==> src/hw/rtl/clr_pkg.sv <==
`timescale 1ns / 1ps

package clr_pkg;

    localparam int COORD_BITS_DEF = 12;
    localparam int FRAC_BITS_DEF  = 4;
    localparam int PT_W           = 16;   // endpoint width, signed fixed point
    localparam int T_SHIFT        = 16;   // fraction bits of the clip parameter
    localparam int T_W            = T_SHIFT + 1;
    localparam int CFG_IDX_W      = 1;

    localparam logic [CFG_IDX_W-1:0] CFG_WIDTH  = 1'b0;
    localparam logic [CFG_IDX_W-1:0] CFG_HEIGHT = 1'b1;

    localparam logic ACT_BEGIN   = 1'b0;
    localparam logic ACT_ADVANCE = 1'b1;

    typedef enum logic [2:0] {
        S_IDLE,
        S_DSEL,
        S_DWAIT,
        S_CHECK,
        S_MUL,
        S_PT,
        S_FIN,
        S_OUT
    } t_state;

endpackage

==> src/hw/rtl/clr_divider.sv <==
`timescale 1ns / 1ps

module clr_divider import clr_pkg::*; #(
    parameter int NW = 36,
    parameter int DW = PT_W
) (
    input  logic          i_clk,
    input  logic          i_rst_n,
    input  logic          i_start,
    input  logic [NW-1:0] i_dividend,
    input  logic [DW-1:0] i_divisor,
    output logic          o_done,
    output logic [NW-1:0] o_quotient,
    output logic          o_rem_nz
);

    localparam int CW = $clog2(NW + 1);

    logic [NW-1:0] r_quo;
    logic [DW-1:0] r_rem;
    logic [DW-1:0] r_div;
    logic [CW-1:0] r_cnt;
    logic          r_busy;
    logic          r_done;

    logic [DW:0]   w_shift;
    logic [DW:0]   w_diff;

    assign w_shift = {r_rem, r_quo[NW-1]};
    assign w_diff  = w_shift - {1'b0, r_div};

    always_ff @(posedge i_clk) begin
        if (!i_rst_n) begin
            r_busy <= 1'b0;
            r_done <= 1'b0;
            r_cnt  <= '0;
        end else begin
            r_done <= 1'b0;
            if (i_start) begin
                r_busy <= 1'b1;
                r_cnt  <= CW'(NW);
            end else if (r_busy) begin
                r_cnt <= r_cnt - 1'b1;
                if (r_cnt == CW'(1)) begin
                    r_busy <= 1'b0;
                    r_done <= 1'b1;
                end
            end
        end
    end

    // One quotient bit per cycle, restoring form.
    always_ff @(posedge i_clk) begin
        if (i_start) begin
            r_quo <= i_dividend;
            r_rem <= '0;
            r_div <= i_divisor;
        end else if (r_busy) begin
            if (!w_diff[DW]) begin
                r_rem <= w_diff[DW-1:0];
                r_quo <= {r_quo[NW-2:0], 1'b1};
            end else begin
                r_rem <= w_shift[DW-1:0];
                r_quo <= {r_quo[NW-2:0], 1'b0};
            end
        end
    end

    assign o_done     = r_done;
    assign o_quotient = r_quo;
    assign o_rem_nz   = (r_rem != '0);

endmodule

==> src/hw/rtl/clipped_line_rasterizer.sv <==
`timescale 1ns / 1ps

// Channel   | Direction | Handshake          | Payload
// ----------+-----------+--------------------+------------------------------------------
// command   | in        | i_valid / o_stall  | i_action, endpoints, i_line_color
// pixel     | out       | o_valid / i_stall  | o_pixel_valid, x, y, color, last, rejected
// config    | in        | i_cfg_we           | i_cfg_index, i_cfg_data
//
// An advance request puts its result straight into the output register.
// A begin request runs up to four serial divisions in the shared divider, each on
// an NW-bit dividend (34 bits at the default sizes), then four endpoint multiplies
// on one multiplier before its result reaches the output register.
// An axis-aligned axis skips its two divisions; a rejected line skips the multiplies.
// Synchronous active-low reset leaves the line idle; a held result waits under i_stall.

module clipped_line_rasterizer import clr_pkg::*; #(
    parameter int COORD_BITS = COORD_BITS_DEF,
    parameter int FRAC_BITS  = FRAC_BITS_DEF
) (
    input  logic                         i_clk,
    input  logic                         i_rst_n,
    input  logic                         i_valid,
    output logic                         o_stall,
    input  logic                         i_action,
    input  logic signed [PT_W-1:0]       i_x_begin,
    input  logic signed [PT_W-1:0]       i_y_begin,
    input  logic signed [PT_W-1:0]       i_x_end,
    input  logic signed [PT_W-1:0]       i_y_end,
    input  logic [23:0]                  i_line_color,
    output logic                         o_valid,
    input  logic                         i_stall,
    output logic                         o_pixel_valid,
    output logic [COORD_BITS-1:0]        o_pixel_x,
    output logic [COORD_BITS-1:0]        o_pixel_y,
    output logic [23:0]                  o_pixel_color,
    output logic                         o_last_pixel,
    output logic                         o_line_rejected,
    input  logic                         i_cfg_we,
    input  logic [CFG_IDX_W-1:0]         i_cfg_index,
    input  logic [COORD_BITS:0]          i_cfg_data
);

    localparam int CB   = COORD_BITS;
    localparam int LW   = CB + FRAC_BITS;
    localparam int VW   = ((LW > PT_W) ? LW : PT_W) + 2;
    localparam int DVW  = VW + T_SHIFT;
    localparam int QW   = DVW + 1;
    localparam int DLW  = PT_W + 1;
    localparam int PW   = T_W + 1 + DLW;
    localparam int NUMW = ((PW > PT_W + T_SHIFT) ? PW : PT_W + T_SHIFT) + 1;
    localparam int SH   = T_SHIFT + FRAC_BITS;
    localparam int EW   = CB + 2;

    t_state r_state, n_state;

    logic [CB:0] r_surf_w, r_surf_h;
    logic [CB-1:0] r_wmax, r_hmax;
    logic signed [PT_W-1:0] r_bx, r_by;
    logic signed [DLW-1:0] r_dx, r_dy;
    logic [23:0] r_color;
    logic [1:0] r_idx;
    logic signed [QW-1:0] r_lo, r_hi;
    logic r_ok;
    logic signed [PW-1:0] r_prod;
    logic [CB-1:0] r_cx, r_cy, r_fx, r_fy, r_sx, r_sy;
    logic r_nx, r_ny, r_active, r_rej;
    logic signed [EW-1:0] r_err;

    logic r_ov, r_opv, r_olast, r_orej;
    logic [CB-1:0] r_ox, r_oy;
    logic [23:0] r_ocol;

    logic w_out_free, w_accept, w_load_out;
    assign w_out_free = !r_ov || !i_stall;
    assign o_stall    = !((r_state == S_IDLE) && w_out_free);
    assign w_accept   = i_valid && !o_stall;
    assign w_load_out = ((r_state == S_IDLE) && w_accept && (i_action == ACT_ADVANCE))
                     || ((r_state == S_OUT) && w_out_free);

    // Last pixel index on each axis from the surface size, clamped into range.
    function automatic logic [CB-1:0] f_last(input logic [CB:0] reg_v);
        logic [CB:0] lim;
        lim = {1'b1, {CB{1'b0}}};
        if (reg_v == '0)      f_last = '0;
        else if (reg_v > lim) f_last = {CB{1'b1}};
        else                  f_last = CB'(reg_v - 1'b1);
    endfunction

    // Division operands for the current bound.
    logic w_axis, w_exit, w_dneg, w_vneg;
    logic signed [VW-1:0] w_b, w_lim, w_v, w_vabs;
    logic signed [DLW-1:0] w_d, w_dabs;
    logic [DVW-1:0] w_dividend, w_quo;
    logic w_rnz, w_div_done, w_div_start;
    logic signed [QW-1:0] w_q, w_qn, w_bound;

    assign w_axis = r_idx[1];
    assign w_exit = r_idx[0];
    assign w_b    = VW'(w_axis ? r_by : r_bx);
    assign w_d    = w_axis ? r_dy : r_dx;
    assign w_lim  = $signed({{(VW-LW){1'b0}}, (w_axis ? r_hmax : r_wmax), {FRAC_BITS{1'b0}}});
    assign w_dneg = w_d[DLW-1];

    always_comb begin
        if (!w_dneg) w_v = w_exit ? (w_lim - w_b) : -w_b;
        else         w_v = w_exit ? w_b : (w_b - w_lim);
    end
    assign w_vneg     = w_v[VW-1];
    assign w_vabs     = w_vneg ? -w_v : w_v;
    assign w_dabs     = w_dneg ? -w_d : w_d;
    assign w_dividend = {w_vabs, {T_SHIFT{1'b0}}};

    assign w_q  = $signed({1'b0, w_quo});
    assign w_qn = w_q + QW'(w_rnz);
    // Entering bounds round up, leaving bounds round down.
    assign w_bound = w_exit ? (w_vneg ? -w_qn : w_q) : (w_vneg ? -w_q : w_qn);

    assign w_div_start = (r_state == S_DSEL) && (w_d != '0);

    clr_divider #(.NW(DVW), .DW(PT_W)) u_div (
        .i_clk      (i_clk),
        .i_rst_n    (i_rst_n),
        .i_start    (w_div_start),
        .i_dividend (w_dividend),
        .i_divisor  (w_dabs[PT_W-1:0]),
        .o_done     (w_div_done),
        .o_quotient (w_quo),
        .o_rem_nz   (w_rnz)
    );

    // Endpoint evaluation: b + t*d, truncated toward zero, then clamped.
    logic [T_W-1:0] w_t;
    logic signed [DLW-1:0] w_pd;
    logic signed [NUMW-1:0] w_num, w_shr;
    logic [CB-1:0] w_top, w_pt;
    assign w_t  = r_idx[1] ? r_hi[T_W-1:0] : r_lo[T_W-1:0];
    assign w_pd = r_idx[0] ? r_dy : r_dx;
    assign w_num = (NUMW'(r_idx[0] ? r_by : r_bx) <<< T_SHIFT) + NUMW'(r_prod);
    assign w_shr = w_num[NUMW-1] ? ((w_num + NUMW'((1 << SH) - 1)) >>> SH) : (w_num >>> SH);
    assign w_top = r_idx[0] ? r_hmax : r_wmax;
    always_comb begin
        if (w_shr < 0)                                 w_pt = '0;
        else if (w_shr > $signed(NUMW'(w_top)))        w_pt = w_top;
        else                                           w_pt = w_shr[CB-1:0];
    end

    // Bresenham step.
    logic signed [EW:0] w_e2;
    logic w_stx, w_sty, w_at_end;
    assign w_e2     = {r_err, 1'b0};
    assign w_stx    = w_e2 > -$signed((EW+1)'(r_sy));
    assign w_sty    = w_e2 < $signed((EW+1)'(r_sx));
    assign w_at_end = (r_cx == r_fx) && (r_cy == r_fy);

    always_comb begin
        n_state = r_state;
        case (r_state)
            S_IDLE:  if (w_accept && i_action == ACT_BEGIN) n_state = S_DSEL;
            S_DSEL:  begin
                if (w_d != '0)   n_state = S_DWAIT;
                else if (w_axis) n_state = S_CHECK;
            end
            S_DWAIT: if (w_div_done) n_state = (r_idx == 2'd3) ? S_CHECK : S_DSEL;
            S_CHECK: n_state = (!r_ok || r_lo > r_hi) ? S_OUT : S_MUL;
            S_MUL:   n_state = S_PT;
            S_PT:    n_state = (r_idx == 2'd3) ? S_FIN : S_MUL;
            S_FIN:   n_state = S_OUT;
            S_OUT:   if (w_out_free) n_state = S_IDLE;
            default: n_state = S_IDLE;
        endcase
    end

    always_ff @(posedge i_clk) begin
        if (!i_rst_n) r_state <= S_IDLE;
        else          r_state <= n_state;
    end

    always_ff @(posedge i_clk) begin
        if (!i_rst_n) begin
            r_surf_w <= (CB+1)'(640);
            r_surf_h <= (CB+1)'(480);
        end else if (i_cfg_we) begin
            if (i_cfg_index == CFG_WIDTH) r_surf_w <= i_cfg_data;
            else                          r_surf_h <= i_cfg_data;
        end
    end

    always_ff @(posedge i_clk) begin
        if (!i_rst_n) begin
            r_active <= 1'b0;
            r_ov     <= 1'b0;
            r_cx <= '0; r_cy <= '0; r_fx <= '0; r_fy <= '0;
            r_sx <= '0; r_sy <= '0; r_nx <= 1'b0; r_ny <= 1'b0;
            r_err <= '0; r_color <= '0;
        end else begin
            // The output register loads a new result or empties once it is taken.
            if (w_load_out)    r_ov <= 1'b1;
            else if (!i_stall) r_ov <= 1'b0;
            case (r_state)
                S_IDLE: begin
                    if (w_accept) begin
                        if (i_action == ACT_BEGIN) begin
                            r_active <= 1'b0;
                            r_wmax <= f_last(r_surf_w);
                            r_hmax <= f_last(r_surf_h);
                            r_bx   <= i_x_begin;
                            r_by   <= i_y_begin;
                            r_dx   <= DLW'(i_x_end) - DLW'(i_x_begin);
                            r_dy   <= DLW'(i_y_end) - DLW'(i_y_begin);
                            r_ocol <= i_line_color;
                            r_idx  <= 2'd0;
                            r_lo   <= '0;
                            r_hi   <= QW'(1 << T_SHIFT);
                            r_ok   <= 1'b1;
                        end else begin
                            r_orej  <= 1'b0;
                            r_opv   <= r_active;
                            r_ox    <= r_active ? r_cx : '0;
                            r_oy    <= r_active ? r_cy : '0;
                            r_ocol  <= r_active ? r_color : '0;
                            r_olast <= r_active && w_at_end;
                            if (r_active) begin
                                if (w_at_end) begin
                                    r_active <= 1'b0;
                                end else begin
                                    r_err <= r_err - (w_stx ? $signed(EW'(r_sy)) : '0)
                                                   + (w_sty ? $signed(EW'(r_sx)) : '0);
                                    if (w_stx) r_cx <= r_nx ? r_cx - 1'b1 : r_cx + 1'b1;
                                    if (w_sty) r_cy <= r_ny ? r_cy - 1'b1 : r_cy + 1'b1;
                                end
                            end
                        end
                    end
                end
                S_DSEL: begin
                    if (w_d == '0) begin
                        if (w_b < 0 || w_b > w_lim) r_ok <= 1'b0;
                        r_idx <= w_axis ? 2'd0 : 2'd2;
                    end
                end
                S_DWAIT: begin
                    if (w_div_done) begin
                        if (w_exit) begin
                            if (w_bound < r_hi) r_hi <= w_bound;
                        end else begin
                            if (w_bound > r_lo) r_lo <= w_bound;
                        end
                        r_idx <= r_idx + 2'd1;
                    end
                end
                S_CHECK: begin
                    r_idx <= 2'd0;
                    r_rej <= !r_ok || r_lo > r_hi;
                end
                S_MUL: r_prod <= $signed({1'b0, w_t}) * w_pd;
                S_PT: begin
                    case (r_idx)
                        2'd0:    r_cx <= w_pt;
                        2'd1:    r_cy <= w_pt;
                        2'd2:    r_fx <= w_pt;
                        default: r_fy <= w_pt;
                    endcase
                    r_idx <= r_idx + 2'd1;
                end
                S_FIN: begin
                    r_sx  <= (r_fx >= r_cx) ? r_fx - r_cx : r_cx - r_fx;
                    r_sy  <= (r_fy >= r_cy) ? r_fy - r_cy : r_cy - r_fy;
                    r_nx  <= !(r_cx < r_fx);
                    r_ny  <= !(r_cy < r_fy);
                    r_err <= $signed(EW'((r_fx >= r_cx) ? r_fx - r_cx : r_cx - r_fx))
                           - $signed(EW'((r_fy >= r_cy) ? r_fy - r_cy : r_cy - r_fy));
                    r_rej <= 1'b0;
                end
                S_OUT: begin
                    if (w_out_free) begin
                        r_opv    <= 1'b0;
                        r_ox     <= '0;
                        r_oy     <= '0;
                        r_olast  <= 1'b0;
                        r_orej   <= r_rej;
                        r_active <= !r_rej;
                        r_color  <= r_ocol;
                        r_ocol   <= '0;
                    end
                end
                default: ;
            endcase
        end
    end

    assign o_valid         = r_ov;
    assign o_pixel_valid   = r_opv;
    assign o_pixel_x       = r_ox;
    assign o_pixel_y       = r_oy;
    assign o_pixel_color   = r_ocol;
    assign o_last_pixel    = r_olast;
    assign o_line_rejected = r_orej;

endmodule

==> config.mk <==
export PLATFORM = sky130hd
export DESIGN_NAME = clipped_line_rasterizer
export DESIGN_NICKNAME = d
export VERILOG_FILES = /design/src/hw/rtl/clr_pkg.sv /design/src/hw/rtl/clr_divider.sv /design/src/hw/rtl/clipped_line_rasterizer.sv
export SDC_FILE = /design/constraint.sdc
export NUM_CORES = 2
export LEC_CHECK = 0
export ABC_CLOCK_PERIOD_IN_PS = 9900
export BUFFER_PORTS_ARGS = -buffer_cell sky130_fd_sc_hd__buf_2
export CAP_MARGIN = 20
export CORE_MARGIN = 2
export CORE_UTILIZATION = 50
export DETAILED_ROUTE_END_ITERATION = 6
export GPL_TIMING_DRIVEN = 1
export PLACE_DENSITY = 0.69
export REMOVE_ABC_BUFFERS = 1
export SYNTH_ARGS = -nofsm -noshare
export SYNTH_HDL_FRONTEND = slang
export SYNTH_SLANG_ARGS = --single-unit
==> constraint.sdc <==
create_clock -name i_clk -period 9.9 [get_ports i_clk]
set_input_delay 0 -clock i_clk [delete_from_list [all_inputs] [get_ports i_clk]]
set_output_delay 0 -clock i_clk [all_outputs]
set_load 0.02 [all_outputs]
Yosys cells after proc, flatten, opt, wreduce, memory -nomap -nowiden
Index checks and enable logic that the tools add are counted.
{"block": "classes", "n_addsub": 33, "multipliers": 1, "n_lt_le_gt_ge": 15, "eq_ne": 33, "mux": 123, "bitwise": 5, "reduce_logical": 57}
{"cell": "35-bit 2-to-1 mux", "count": 13}
{"cell": "12-bit 2-to-1 mux", "count": 31}
{"cell": "35-bit case mux with 2 select lines", "count": 2}
{"cell": "24-bit 2-to-1 mux", "count": 4}
{"cell": "12-bit case mux with 2 select lines", "count": 4}
{"cell": "18-bit 2-to-1 mux", "count": 5}
{"cell": "14-bit 2-to-1 mux", "count": 6}
{"cell": "35-bit > comparator", "count": 2}
{"cell": "34-bit 2-to-1 mux", "count": 2}
{"cell": "12-bit by 12-bit subtractor with 13-bit output", "count": 4}
{"cell": "17-bit 2-to-1 mux", "count": 3}
{"cell": "24-bit case mux with 2 select lines", "count": 1}
{"cell": "12-bit by 1-bit subtractor with 12-bit output, second input constant", "count": 4}
{"cell": "12-bit subtractor", "count": 4}
{"cell": "36-bit by 21-bit adder with 36-bit output, second input constant", "count": 1}
{"cell": "36-bit by 35-bit adder with 36-bit output", "count": 1}
{"cell": "36-bit by 13-bit > comparator with 1-bit output", "count": 1}
{"cell": "36-bit by 1-bit < comparator with 1-bit output, second input constant", "count": 1}
{"cell": "36-bit 2-to-1 mux", "count": 1}
{"cell": "18-bit negator", "count": 2}
{"cell": "34-bit by 1-bit adder with 35-bit output", "count": 1}
{"cell": "35-bit < comparator", "count": 1}
{"cell": "18-bit by 17-bit multiplier with 35-bit output", "count": 1}
{"cell": "34-bit negator with 35-bit output", "count": 1}
{"cell": "other kinds (60)", "count": 171}
{"block": "totals", "regBits": 467, "in_bits": 108}

Logic depth before layout (Yosys ltp)
{"block": "depth", "depth_word": 11, "mapped_depth": 36}

By module
From an unflattened synthesis, not the netlist that was laid out.
{"block": "hier_totals", "cells_unflattened": 5143, "hier_area_um2": 45508.6}
{"module": "clipped_line_rasterizer", "instances": 1, "cells_each": 4808, "area_per_inst_um2": 41631.2, "seq_area_each_um2": 10369.9}
{"module": "clr_divider", "instances": 1, "cells_each": 335, "area_per_inst_um2": 3877.5, "seq_area_each_um2": 1981.9}

Worst setup path after synthesis
OpenSTA, ideal clock, no wires.
{"block": "synth_path", "path_type": "reg-to-reg", "startpoint": "register r_idx[1]", "endpoint": "register r_hi[0], enable pin", "setup_ps": 482, "arrival_time_ps": 9913, "required_ps": 9418, "path_slack_ps": -495, "stages_incl_launch_ff": 35, "path_buffers": 11, "cell_sequence": "edfxtp_1 > buf_2 > buf_4 > buf_6 > buf_2 > buf_1 > clkbuf_1 > buf_1 > clkbuf_1 > mux2i_1 > inv_1 > ha_1 > clkbuf_1 > and3_1 > nand2_1 > o32a_1 > a31oi_1 > o21a_1 > o211a_1 > o21a_1 > buf_2 > buf_2 > nor3_1 > o21ai_0 > o221ai_1 > ha_1 > a21o_1 > a21o_1 > a21oi_1 > o21ai_0 > a2111oi_0 > o2111ai_1 > mux2i_1 > nand3_1 > o32ai_1"}
{"block": "synth_via", "elab_chain_len": 9}
{"element": "from (decl)", "line_no": "clipped_line_rasterizer.sv:61", "text": "logic [1:0] r_idx;"}
{"element": "from (signal assigned)", "line_no": "clipped_line_rasterizer.sv:238", "text": "r_idx <= w_axis ? 2'd0 : 2'd2;"}
{"element": "from (signal assigned)", "line_no": "clipped_line_rasterizer.sv:248", "text": "r_idx <= r_idx + 2'd1;"}
{"element": "from (signal assigned)", "line_no": "clipped_line_rasterizer.sv:263", "text": "r_idx <= r_idx + 2'd1;"}
{"element": "18-bit 2-to-1 mux / 12-bit 2-to-1 mux (equally long branches)", "line_no": "clipped_line_rasterizer.sv:99, clipped_line_rasterizer.sv:101"}
{"element": "18-bit negator (tied with other cells)", "line_no": "clipped_line_rasterizer.sv:105", "text": "if (!w_dneg) w_v = w_exit ? (w_lim - w_b) : -w_b;"}
{"element": "18-bit 2-to-1 mux, on equally long branches", "line_no": "clipped_line_rasterizer.sv:105, clipped_line_rasterizer.sv:106"}
{"element": "18-bit 2-to-1 mux *", "line_no": "clipped_line_rasterizer.sv:105"}
{"element": "35-bit 2-to-1 mux", "line_no": "clipped_line_rasterizer.sv:116", "text": "assign w_bound = w_exit ? (w_vneg ? -w_qn : w_q) : (w_vneg ? -w_q : w_qn);"}
{"element": "35-bit 2-to-1 mux *", "line_no": "clipped_line_rasterizer.sv:116"}
{"element": "net w_bound[4]", "line_no": "clipped_line_rasterizer.sv:95", "text": "logic signed [QW-1:0] w_q, w_qn, w_bound;"}
{"element": "35-bit < comparator *", "line_no": "clipped_line_rasterizer.sv:244", "text": "if (w_bound < r_hi) r_hi <= w_bound;"}
{"element": "2-bit inequality test (no source line) *"}
{"element": "7-bit AND reduction (no source line) *"}
{"element": "to (signal assigned)", "line_no": "clipped_line_rasterizer.sv:213", "text": "r_hi <= QW'(1 << T_SHIFT);"}
{"element": "to (signal assigned)", "line_no": "clipped_line_rasterizer.sv:244"}
{"element": "to (decl)", "line_no": "clipped_line_rasterizer.sv:62", "text": "logic signed [QW-1:0] r_lo, r_hi;"}
Mark *: on every way through the listed nets, which the timed path passes. The rest lies on a longest branch.
A chain may end at the register's enable or synchronous reset.

Worst setup path after layout
{"block": "layout_path", "startpoint": "register r_idx[0]", "endpoint": "register r_cy[10]"}
{"block": "layout_via", "elab_chain_len": 9}
{"element": "20-bit 2-to-1 mux", "line_no": "clipped_line_rasterizer.sv:138", "text": "assign w_num = (NUMW'(r_idx[0] ? r_by : r_bx) <<< T_SHIFT) + NUMW'(r_prod);"}
{"element": "36-bit by 35-bit adder with 36-bit output", "line_no": "clipped_line_rasterizer.sv:138"}
{"element": "36-bit by 21-bit adder with 36-bit output", "line_no": "clipped_line_rasterizer.sv:139", "text": "assign w_shr = w_num[NUMW-1] ? ((w_num + NUMW'((1 << SH) - 1)) >>> SH) : (w_num >>> SH);"}
{"element": "36-bit 2-to-1 mux", "line_no": "clipped_line_rasterizer.sv:139"}
{"element": "36-bit by 13-bit > comparator with 1-bit output", "line_no": "clipped_line_rasterizer.sv:143", "text": "else if (w_shr > $signed(NUMW'(w_top))) w_pt = w_top;"}
{"element": "12-bit 2-to-1 mux", "line_no": "clipped_line_rasterizer.sv:143"}
{"element": "12-bit 2-to-1 mux", "line_no": "clipped_line_rasterizer.sv:142", "text": "if (w_shr < 0) w_pt = '0;"}
{"element": "12-bit 2-to-1 mux", "line_no": "clipped_line_rasterizer.sv:257", "text": "case (r_idx)"}
{"element": "12-bit case mux with 2 select lines", "line_no": "clipped_line_rasterizer.sv:199", "text": "case (r_state)"}
{"element": "to (signal assigned)", "line_no": "clipped_line_rasterizer.sv:229", "text": "if (w_sty) r_cy <= r_ny ? r_cy - 1'b1 : r_cy + 1'b1;"}
{"element": "to (signal assigned)", "line_no": "clipped_line_rasterizer.sv:259", "text": "2'd1: r_cy <= w_pt;"}
{"element": "to (decl)", "line_no": "clipped_line_rasterizer.sv:65", "text": "logic [CB-1:0] r_cx, r_cy, r_fx, r_fy, r_sx, r_sy;"}
Several ways; a longest one is shown, not always the timed one. The select of a mux whose other input is x is not followed.

==> Implementation_results.wiki <==
{| class="wikitable"
! Metric !! Value
|-
| Detailed-router iteration count before antenna repair || 6
|-
| Yosys warning count || 0
|-
| Run status || finished, final reports clean
|-
| Total of flip-flops plus latches after synthesis || 467
|-
| Clock tree from TritonCTS || done
|-
| Clk_skew || 0.0428 ns
|-
| Startpoint types || register
|-
| Worst hold path stage count || 4
|-
| Total standard cell area after synthesis || 0.0456 sq mm
|-
| Critical Path Sink Type || register
|-
| CP Data Required Time || 10.45 ns
|-
| Initial standard-cell utilization of the core || 50.5%
|-
| Length in cells of the worst reg-to-reg path || 24
|-
| TritonCTS Buffers || 53
|-
| Dominant cell type by area after synthesis || sky130_fd_sc_hd__edfxtp_1
|-
| Register-to-register setup slack || 0.94 ns
|-
| Tightest slew margin relative to the limit || 24.3%
|-
| Worst Hold End || r_dy[5]
|-
| Number of nets in the layout || 6,263
|-
| Proportion of register bits with asynchronous set or reset after synthesis || 0%
|-
| Port Buffers || 160
|-
| Sum of overflow across all layers after global routing || 0
|-
| Unique cell type count in the Yosys netlist || 102
|-
| # setup viols final || 0
|-
| Worst setup timing slack at the placement stage || 1.06 ns
|-
| Placement Rows || 110
|-
| Most used standard cell by instance count after synthesis || sky130_fd_sc_hd__inv_1
|-
| Most frequent cells after synthesis || sky130_fd_sc_hd__inv_1 (616), sky130_fd_sc_hd__nand2_1 (531), sky130_fd_sc_hd__ha_1 (475)
|-
| Half-perimeter wire length after placement || 106,000 um
|-
| Register area share after synthesis || 26.8%
|-
| Gate count after technology mapping || 5,223
|-
| Synth-to-Final Area Change || 11.9%
|-
| Per-cell via count in the routed design || 5.86
|-
| Unrepaired setup endpoints after global routing || false
|-
| Drt wl/cell || 20.5 um
|-
| Final instance area || 0.0510 sq mm
|-
| Final worst path period need || 8.96 ns
|-
| Maximum level of the CTS H-tree || 2
|-
| Final RePlAce weighted congestion || 0.969
|-
| Area share of the leading cell type in the synthesized netlist || 18.7%
|-
| Main area contributors after synthesis || sky130_fd_sc_hd__edfxtp_1 (19%), sky130_fd_sc_hd__ha_1 (13%), sky130_fd_sc_hd__fa_1 (11%)
|-
| PnR worst setup slack || 0.939 ns
|-
| Width of the die || 306 um
|-
| Data arrival time of the worst path || 9.51 ns
|-
| Maximum number of pins on one net before global-route repair || 74
|-
| Vias after detailed routing || 39.0k
|-
| Most used flip-flop cell after synthesis || sky130_fd_sc_hd__edfxtp_1
|-
| Post-detailed-placement cell area || 0.0476 sq mm
|-
| Global-route wire length before repair || 215,000 um
|-
| Buffer depth of the longest clock path || 3
|-
| Count of clock tree sinks || 467
|-
| Fmax || 112 MHz
|-
| Detailed-route wire length || 137,000 um
|-
| Final cycle utilization of the critical path || 90.5%
|-
| Global-route usage over all layers || 29.0%
|-
| Path type of the worst min-delay path || input port to register
|-
| Floorplan die area || 0.0935 sq mm
|-
| Die Ht || 306 um
|-
| Number of hold violations in the final report || 0
|-
| Reg2Reg Capture Point || r_cy[10]
|-
| Worst-Margin Slew || 1.14 ns
|-
| Highest net fanout along the worst path || 27
|-
| Master cell of the clock root buffer || sky130_fd_sc_hd__clkbuf_16
|-
| Clk_lat worst skew || 0.66 ns
|-
| Layout cell share with drive strength beyond 1 || 8.40%
|-
| Final max-slew violation count || 0
|-
| Path type of the worst setup path || register to register
|-
| Count of flip-flops with a built-in enable after synthesis || 284
|-
| Per-instance average area after synthesis || 8.72 sq um
|-
| Antenna-violating nets left || 0
|-
| Post-route DRC || 0
|-
| Clock transition time at the flip-flop clock pins of the worst setup and hold paths || 0.06 ns
|-
| Number of antenna violations at the first check in global routing || 4
|-
| Via count of the first global-routing pass || 38.0k
|-
| I/O pin total || 161
|-
| Initial DRC count || 3,693
|-
| Startpoint of the worst hold path || i_y_end[5]
|-
| Number of fillers in the final layout || 8,050
|-
| Placeable core area || 0.0901 sq mm
|-
| Final Core Density || 56.5%
|-
| Worst reg2reg path startpoint || r_idx[0]
|-
| Max-cap violations || 0
|}
==> cells by family (layout without fill, tap and decap cells) <==
kind of cell    after synthesis  after routing  share of synthesized area [%]
flops                       467            467                           26.8
other cells                   0              4                              0
buf+inv                     836           1090                           7.00
mux                         184            184                           4.31
compound gates             1113           1113                           15.8
simple gates               1616           1616                           16.8
xor+xnor                    281            281                           5.40
fa+ha+maj                   726            726                           24.0
==> cells in the final DEF (no fill, tap or decap), types with 40 or more instances in the layout <==
cell,instances
sky130_fd_sc_hd__inv_1,616
sky130_fd_sc_hd__nand2_1,530
sky130_fd_sc_hd__ha_1,475
sky130_fd_sc_hd__nor2_1,432
sky130_fd_sc_hd__edfxtp_1,284
sky130_fd_sc_hd__a21oi_1,273
sky130_fd_sc_hd__o21ai_0,261
sky130_fd_sc_hd__fa_1,248
sky130_fd_sc_hd__xnor2_1,185
sky130_fd_sc_hd__dfxtp_1,182
sky130_fd_sc_hd__buf_2,161
sky130_fd_sc_hd__dlygate4sd3_1,141
sky130_fd_sc_hd__mux2i_1,130
sky130_fd_sc_hd__nor3_1,114
sky130_fd_sc_hd__nand3_1,112
sky130_fd_sc_hd__a21o_1,107
sky130_fd_sc_hd__xor2_1,96
sky130_fd_sc_hd__and2_1,66
sky130_fd_sc_hd__buf_4,66
sky130_fd_sc_hd__a211oi_1,59
sky130_fd_sc_hd__a31oi_1,56
sky130_fd_sc_hd__clkbuf_16,56
sky130_fd_sc_hd__nand4_1,48
sky130_fd_sc_hd__mux2_2,48
sky130_fd_sc_hd__nor2b_1,45
sky130_fd_sc_hd__or3_1,42
sky130_fd_sc_hd__and3_1,40
==> sequential cells by signal (all words and copies together) (netlist names), 13 cells and up <==
name	cells
o_pixel_color	24
r_bx	16
r_by	16
r_color	24
r_dx	17
r_dy	17
r_err	14
r_hi	35
r_lo	35
r_prod	35
r_surf_h	13
r_surf_w	13
u_div.o_quotient	34
u_div.r_div	16
u_div.r_rem	16
==> cell type report <==
cell class              instances  area, sq um  area share [%]
repair buffers                370         2760            5.42
clock inverters                34          438           0.859
flip-flops and latches        467        12200            23.9
multi-input cells            3920        30300            59.4
clock buffers                  66         1490            2.92
diodes                          4         10.0          0.0196
inverters                     620         2330            4.57
well taps                    1176         1470            2.89
==> per-layer routing <==
metal	up-vias	track usage, %	part of all wire [%]	wire [um]
met5	-	0	0	0
met4	0	9.58	3.4	4700
met2	1493	44.9	44	59900
met3	213	4.69	7.7	10500
met1	18800	41.3	45	61400
li1	18500	-	-	-
==> metrics by stage <==
stage	hold slack, ns	instances	TNS, ns
2_1_floorplan	0.0718	5007	-95.25
3_3_place_gp	0.192	6409	0
3_5_place_dp	0.197	6410	0
4_1_cts	0.00377	6651	0
5_1_grt	0.0556	6653	0
6_report	0.0416	6657	0
==> worst max-delay path by stage <==
stage / startpoint / end / cells after the start
after floorplan: r_idx[0] / r_hi[0] / 17
after detailed placement: r_idx[0] / r_cx[10] / 24
after global placement: r_idx[0] / r_cx[10] / 24
final: r_idx[0] / r_cy[10] / 24
after global routing: r_idx[0] / r_cy[10] / 24
after CTS: r_idx[0] / r_cy[10] / 24
==> repair_timing <==
item | CTS | global route
setup endpoints to repair | 0 | 0
gates resized for setup | 0 | 0
buffers inserted | 0 | 0
hold buffers | 141 | 0
endpoints found under the hold margin | 150 | 0
==> critical path: stages, from the launching register on <==
cell and delay (ns):
sky130_fd_sc_hd__edfxtp_1 1.09, sky130_fd_sc_hd__buf_4 0.53, sky130_fd_sc_hd__mux2_2 0.30, sky130_fd_sc_hd__ha_1 0.26, sky130_fd_sc_hd__inv_1 0.08, sky130_fd_sc_hd__fa_1 0.49, sky130_fd_sc_hd__nor4b_1 0.64, sky130_fd_sc_hd__nand4_1 0.17
sky130_fd_sc_hd__nor4_1 0.82, sky130_fd_sc_hd__a211oi_1 0.31, sky130_fd_sc_hd__nand3_1 0.26, sky130_fd_sc_hd__nand2b_1 0.21, sky130_fd_sc_hd__or3_1 0.15, sky130_fd_sc_hd__xor2_1 0.38, sky130_fd_sc_hd__ha_1 0.33, sky130_fd_sc_hd__a21o_1 0.16
sky130_fd_sc_hd__a21o_1 0.17, sky130_fd_sc_hd__a21oi_1 0.17, sky130_fd_sc_hd__nor2_1 0.06, sky130_fd_sc_hd__a2111oi_0 0.39, sky130_fd_sc_hd__nor2_1 0.15, sky130_fd_sc_hd__a211oi_2 0.79, sky130_fd_sc_hd__mux2_2 0.47, sky130_fd_sc_hd__or2_2 0.32
sky130_fd_sc_hd__a31oi_1 0.15
Power is left out: the tool's default activity adds up to more than one toggle a clock period on the data nets, which glitch-free logic cannot reach.
